===== src/hdl/dcd_pkg.sv =====
// shared types and constants of the double click detector
// used by dcd_core and double_click_detector; no dependencies
package dcd_pkg;

  localparam int unsigned CntW     = 16;
  localparam int unsigned CfgAddrW = 8;
  localparam int unsigned CfgDataW = 16;
  localparam int unsigned InDataW  = 8;
  localparam int unsigned OutDataW = 8;

  localparam logic [CntW-1:0] MinPressRst = 16'd3;
  localparam logic [CntW-1:0] MaxPressRst = 16'd50;
  localparam logic [CntW-1:0] GapLimitRst = 16'd30;
  localparam logic [CntW-1:0] PressCapRst = 16'd60000;
  localparam logic [CntW-1:0] GapTop      = 16'hFFFF;

  typedef enum logic [CfgAddrW-1:0] {
    CFG_MIN_PRESS = 8'd0,
    CFG_MAX_PRESS = 8'd1,
    CFG_GAP_LIMIT = 8'd2,
    CFG_PRESS_CAP = 8'd3
  } cfg_idx_t;

  typedef struct packed {
    logic [CntW-1:0] press_cap;
    logic [CntW-1:0] gap_limit;
    logic [CntW-1:0] max_press;
    logic [CntW-1:0] min_press;
  } cfg_regs_t;

  // bit 0 double_seen, bit 1 led_on
  typedef struct packed {
    logic led_on;
    logic double_seen;
  } dcd_result_t;

endpackage


===== src/hdl/double_click_detector.sv =====
// double click detector: an accepted beat's result is registered in the output register
// or skid; one beat per clock while in_tready is high, set by the single state update
// a two-entry output (result register plus skid) keeps in_tready high while one result
// waits; in_tready drops only when both entries are full
// reset (rst_n low, synchronous) clears counters, flags, led level and both output
// entries, and loads the registers with min 3, max 50, gap 30, cap 60000
// depends on dcd_pkg and dcd_core
module double_click_detector import dcd_pkg::*; (
  input  logic                clk,
  input  logic                rst_n,
  // input stream
  input  logic                in_tvalid,
  output logic                in_tready,
  input  logic [InDataW-1:0]  in_tdata,   // [0] pressed, [7:1] zero
  // result stream
  output logic                out_tvalid,
  input  logic                out_tready,
  output logic [OutDataW-1:0] out_tdata,  // [0] double_seen, [1] led_on, [7:2] zero
  // configuration writes
  input  logic                cfg_we,
  input  logic [CfgAddrW-1:0] cfg_addr,
  input  logic [CfgDataW-1:0] cfg_wdata
);

  cfg_regs_t   cfg_r;
  dcd_result_t step_res;
  dcd_result_t out_res_r;
  dcd_result_t skid_res_r;
  logic        out_valid_r;
  logic        skid_valid_r;
  logic        in_beat;
  logic        out_beat;

  // register writes, unknown index ignored
  always_ff @(posedge clk) begin
    if (!rst_n) begin
      cfg_r.min_press <= MinPressRst;
      cfg_r.max_press <= MaxPressRst;
      cfg_r.gap_limit <= GapLimitRst;
      cfg_r.press_cap <= PressCapRst;
    end else if (cfg_we) begin
      case (cfg_addr)
        CFG_MIN_PRESS: cfg_r.min_press <= cfg_wdata;
        CFG_MAX_PRESS: cfg_r.max_press <= cfg_wdata;
        CFG_GAP_LIMIT: cfg_r.gap_limit <= cfg_wdata;
        CFG_PRESS_CAP: cfg_r.press_cap <= cfg_wdata;
        default: ;
      endcase
    end
  end

  // ready only depends on the skid entry, so in_tready has no path from out_tready
  assign in_tready = ~skid_valid_r;
  assign in_beat   = in_tvalid & in_tready;
  assign out_beat  = out_tvalid & out_tready;

  // state update happens on the accepted beat; result is the post-update state
  dcd_core u_core (
    .clk     (clk),
    .rst_n   (rst_n),
    .step    (in_beat),
    .pressed (in_tdata[0]),
    .cfg     (cfg_r),
    .result  (step_res)
  );

  // output register plus skid entry
  always_ff @(posedge clk) begin
    if (!rst_n) begin
      out_valid_r  <= 1'b0;
      skid_valid_r <= 1'b0;
    end else if (in_beat) begin
      // skid is empty here
      if (!out_valid_r || out_beat) begin
        out_valid_r <= 1'b1;
      end else begin
        skid_valid_r <= 1'b1;
      end
    end else if (out_beat) begin
      if (skid_valid_r) begin
        skid_valid_r <= 1'b0;
      end else begin
        out_valid_r <= 1'b0;
      end
    end
  end

  // payload, no reset needed
  always_ff @(posedge clk) begin
    if (in_beat) begin
      if (!out_valid_r || out_beat) begin
        out_res_r <= step_res;
      end else begin
        skid_res_r <= step_res;
      end
    end else if (out_beat && skid_valid_r) begin
      out_res_r <= skid_res_r;
    end
  end

  assign out_tvalid = out_valid_r;
  assign out_tdata  = {{(OutDataW-2){1'b0}}, out_res_r.led_on, out_res_r.double_seen};

endmodule


===== src/hdl/dcd_core.sv =====
// press / gap counters and detection state of the double click detector
// depends on dcd_pkg
module dcd_core import dcd_pkg::*; (
  input  logic        clk,
  input  logic        rst_n,
  input  logic        step,
  input  logic        pressed,
  input  cfg_regs_t   cfg,
  output dcd_result_t result
);

  logic [CntW-1:0] press_ticks_r, press_ticks_nxt;
  logic [CntW-1:0] gap_ticks_r, gap_ticks_nxt;
  logic [CntW-1:0] gap_inc;
  logic            holding_r, holding_nxt;
  logic            pending_r, pending_nxt;
  logic            detected_r, detected_nxt;
  logic            acted_r, acted_nxt;
  logic            led_r, led_nxt;

  assign gap_inc = (gap_ticks_r != GapTop) ? gap_ticks_r + 16'd1 : gap_ticks_r;

  always_comb begin
    press_ticks_nxt = press_ticks_r;
    gap_ticks_nxt   = gap_ticks_r;
    holding_nxt     = holding_r;
    pending_nxt     = pending_r;
    detected_nxt    = detected_r;
    acted_nxt       = acted_r;
    led_nxt         = led_r;

    if (pressed) begin
      if (!holding_r) begin
        detected_nxt = 1'b0;
      end
      holding_nxt   = 1'b1;
      gap_ticks_nxt = '0;
      if (press_ticks_r < cfg.press_cap) begin
        press_ticks_nxt = press_ticks_r + 16'd1;
      end
    end else if (holding_r) begin
      holding_nxt = 1'b0;
      if (press_ticks_r > cfg.min_press && press_ticks_r < cfg.max_press) begin
        // second valid click completes a double
        if (pending_r) begin
          detected_nxt = 1'b1;
          pending_nxt  = 1'b0;
        end else begin
          pending_nxt = 1'b1;
        end
      end else begin
        pending_nxt = 1'b0;
      end
      press_ticks_nxt = '0;
    end else if (pending_r) begin
      if (gap_inc > cfg.gap_limit) begin
        pending_nxt   = 1'b0;
        gap_ticks_nxt = '0;
      end else begin
        gap_ticks_nxt = gap_inc;
      end
    end

    // one toggle per detection
    if (detected_nxt) begin
      if (!acted_r) begin
        led_nxt   = ~led_r;
        acted_nxt = 1'b1;
      end
    end else begin
      acted_nxt = 1'b0;
    end
  end

  assign result.double_seen = detected_nxt;
  assign result.led_on      = led_nxt;

  always_ff @(posedge clk) begin
    if (!rst_n) begin
      press_ticks_r <= '0;
      gap_ticks_r   <= '0;
      holding_r     <= 1'b0;
      pending_r     <= 1'b0;
      detected_r    <= 1'b0;
      acted_r       <= 1'b0;
      led_r         <= 1'b0;
    end else if (step) begin
      press_ticks_r <= press_ticks_nxt;
      gap_ticks_r   <= gap_ticks_nxt;
      holding_r     <= holding_nxt;
      pending_r     <= pending_nxt;
      detected_r    <= detected_nxt;
      acted_r       <= acted_nxt;
      led_r         <= led_nxt;
    end
  end

endmodule


===== config.mk =====
export PLATFORM = sky130hd
export DESIGN_NAME = double_click_detector
export DESIGN_NICKNAME = d
export VERILOG_FILES = /design/src/hdl/dcd_pkg.sv /design/src/hdl/double_click_detector.sv /design/src/hdl/dcd_core.sv
export SDC_FILE = /design/constraint.sdc
export NUM_CORES = 1
export LEC_CHECK = 0
export BUFFER_PORTS_ARGS = -buffer_cell sky130_fd_sc_hd__buf_2
export CORE_MARGIN = 2
export CORE_UTILIZATION = 55
export DETAILED_ROUTE_END_ITERATION = 16
export GPL_ROUTABILITY_DRIVEN = 0
export PLACE_DENSITY = 0.78
export REMOVE_ABC_BUFFERS = 1
export SLEW_MARGIN = 20
export SYNTH_ARGS = -nofsm -noshare
export SYNTH_HDL_FRONTEND = slang
export SYNTH_SLANG_ARGS = --single-unit

===== constraint.sdc =====
create_clock -name clk -period 6.2 [get_ports clk]
set_clock_uncertainty 0.2 [all_clocks]
set_input_delay 1.86 -clock clk [delete_from_list [all_inputs] [get_ports clk]]
set_output_delay 1.86 -clock clk [all_outputs]
set_load 0.05 [all_outputs]

==> impl_results.md <==
- XOR/XNOR share of the synthesized area: 0.01442
- Number of synthesized flops with an enable pin: 4
- ANT nets after route: 0
- Total Wirelength: 14.35 mm
- Initial Utilization: 0.5629
- Setup violators final: 0
- Post-synth ARST share: 0
- Ys Warns: 0
- Worst vdd ir: 0.0001248 V
- Clock Sinks: 106
- Period utilisation layout: 0.6997
- Residual DRC: 0
- Iter 0 DRT Violations: 316
- Synth Cell Area: 6076 um2
- Syn Inst Count: 780
- Gr busiest metal: met2
- Hold_buf cts: 0
- Core box area: 10790 um2
- Post-synthesis simple-gate area fraction: 0.2280
- Layout cells sized above 1: 0.07528
- Synth top area share: 0.3361
- Number of diodes: 0
- Number of global-route vias before repair: 5139
- Portion of netlist area occupied by mux cells: 0.003501
- Routed length per instance: 15.31 um
- Fmax: 0.2305 GHz
- GR Layer Usage met3: 0.02989
- Critical Path End Type: register
- Pre-Repair DR Iteration Count: 6
- Footprint of the multi-input gates: 3482 um2
- IO Count: 47
- # port buffers: 33
- Post-layout util: 0.5970
- GR Util met2: 0.4215
- Power Density: 180.8 nW/um2
- CTS buffer count: 9
- H-tree levels: 3
- Fin nets: 893
- CTS clock-pin slew for the worst setup and hold paths: 110 ps
- TNS Setup: 0 ps
- Req. time, crit path: 6320 ps
- Cell with the most instances after synthesis: nand2_1
- Layout area overhead: 6.054%
- First-pass GRT wire length: 23.55 mm
- Post-Synth Adder-Cell Area: 0.1318
- Seq/Total Area, Yosys: 0.3558
- Largest net degree at the start of global routing: 55
- Final Hold Fails: 0
- Period minus WS final: 4338 ps
- DP HPWL: 10.47 mm
- Max Slew Vio Count: 0
- FF/Latch Area: 2162 um2
- Synth Flop Type: dfxtp_1
- Antenna violations before repair: 0
- Crit path from: u_core.gap_ticks_r[5]$_SDFFE_PN0P_
- Congestion Overflow GR: 0
- Largest family of logic cells by synthesized area: simple AND/OR/NAND/NOR gates
- Tightest Hold Check Type: reg2reg
- Number of max-cap violations: 0
- Setup Fix Bufs, Post-CTS: 0
- Post-CTS resize count: 0
- Yosys cell types: 61
- Crit Path Class: reg2reg
- Total GRT Usage: 0.2533
- Clock buffer depth: 2
- RR Startpoint: u_core.gap_ticks_r[5]$_SDFFE_PN0P_
- CP Data Arrival Time: 4460 ps
- Complex-gate fraction of the synthesized area: 0.1903
- Hold wc startpoint: cfg_r[56]$_SDFFE_PN0P_
- Worst-Margin Slew: 952.8 ps
- Vias: 5420
- Cell leakage power: 2.590 nW
- Met1 usage: 0.3388
- Worst relative slew slack: 0.3639
- DR vias/cell: 5.784
- Die Wd: 109.1 um
- DIE HEIGHT: 109.1 um
- Avg Inst Size Synth: 7.790 um2
- CP Max Fanout: 23
- FF+latch count, synth: 106
- Top cells by area, synth: dfxtp_1 (34%), ha_1 (13%), nand2_1 (10%)
- Die Area: 11900 um2
- # fillers: 975
- Outcome: finished clean
- Worst skew pair latency: 380 ps
- Area leader, netlist: dfxtp_1
- Clock Tree Root: clkbuf_8
- Unrepaired setup endpoints after global routing: no
- TritonCTS clock tree: built
- Post-synth top cells: nand2_1 (165), dfxtp_1 (102), a21oi_1 (91), inv_1 (73), ha_1 (64)
- Std-Cell Rows: 38
- Crit path launch type: register
-- state kept, by name, indices dropped and copies added, names as in the netlist --
| name | count |
|---|---|
| cfg_r | 64 |
| out_tdata | 2 |
| out_tvalid | 1 |
| skid_res_r | 2 |
| skid_valid_r | 1 |
| u_core.acted_r | 1 |
| u_core.gap_ticks_r | 16 |
| u_core.holding_r | 1 |
| u_core.led_r | 1 |
| u_core.pending_r | 1 |
| u_core.press_ticks_r | 16 |
-- cell type report --
cell class | count | area share
well taps | 140 | 0.02718
flip-flops and latches | 106 | 0.3355
multi-input cells | 567 | 0.5404
clock inverters | 3 | 0.003883
repair buffers | 34 | 0.02680
clock buffers | 13 | 0.02311
inverters | 74 | 0.04311
-- report_power, final --
| part | switching, mW | leakage, nW | internal (mW) | total, mW |
|---|---|---|---|---|
| clock | 0.242 | 0.0838 | 0.160 | 0.402 |
| sequential | 0.00362 | 0.861 | 0.688 | 0.692 |
| combinational | 0.0540 | 1.65 | 0.0169 | 0.0709 |
| total | 0.300 | 2.59 | 0.865 | 1.16 |
-- routing by layer --
| metal | vias up | part of all wire |
|---|---|---|
| met5 | - | 0 |
| met4 | 0 | 0.024 |
| met3 | 27 | 0.058 |
| met2 | 144 | 0.46 |
| met1 | 2540 | 0.46 |
| li1 | 2709 | - |
-- through the flow --
step                cell area [um2]  total power, mW  hold slack (ps)  instances  setup slack, ps
global placement               6261           0.7753            239.6        921             1850
global route                   6444            1.203            277.9        937             1623
floorplan                      5913           0.7453            231.9        747             1900
finish                         6444            1.165            255.2        937             1862
detailed placement             6261           0.7779            244.6        921             1696
CTS                            6435            1.164            257.3        937             1916
-- layout by cell type (no fill, tap or decap), types with 3 or more instances in the layout --
cell	netlist	layout
a21o_1	7	7
o21a_1	6	6
and3_1	7	7
a41oi_1	3	3
o31ai_1	5	5
clkbuf_1	24	3
nor4_1	3	3
a211o_1	3	3
xnor2_1	7	7
ha_1	64	64
nand3_1	20	20
nand2_1	165	165
conb_1	1	6
nor2b_1	4	4
a22o_1	4	4
nor2_1	29	28
a211oi_1	6	6
dfxtp_1	102	102
o2111ai_1	4	4
or4_1	5	5
and2_1	7	7
inv_1	73	73
o21ai_0	24	24
o21ai_1	9	9
edfxtp_1	4	4
clkbuf_8	0	10
nand4_1	12	12
or3_1	9	9
nor3_1	5	5
o211ai_1	18	18
and4_1	3	3
buf_2	7	33
or2_1	6	6
nand2b_1	5	5
xor2_1	3	3
a21oi_1	91	91
-- worst max-delay path, cell delays in order, from the launching register on --
cell and delay, ps:
dfxtp_1 440, nand4_1 200, or4_1 680, or3_1 480
nand4_1 150, nor2_1 60, or2_1 210, ha_1 290
a211oi_1 230, nor2_1 80, nor4_1 350, o21ai_1 160
a21oi_1 170, buf_4 270, nor3b_1 210, a21o_1 100
-- cell families after synthesis --
| family | Yosys count |
|---|---|
| buffers and inverters | 112 |
| and+or+nand+nor | 295 |
| AOI/OAI and AO/OA | 190 |
| DFF | 106 |
| other | 1 |
| muxes | 2 |
| adders and majority gates | 64 |
| xor gates and xnor gates | 10 |
-- path summary, 6_finish.rpt --
path                                        endpoint  slack, ps  cells past startpoint
setup / recovery  u_core.gap_ticks_r[0]$_SDFFE_PN0P_       1860                     15
hold reg to reg               cfg_r[56]$_SDFFE_PN0P_        260                      2
setup reg to reg  u_core.gap_ticks_r[0]$_SDFFE_PN0P_       1860                     15
hold / removal                cfg_r[56]$_SDFFE_PN0P_        260                      2
Power figures use the tool's default switching activity.
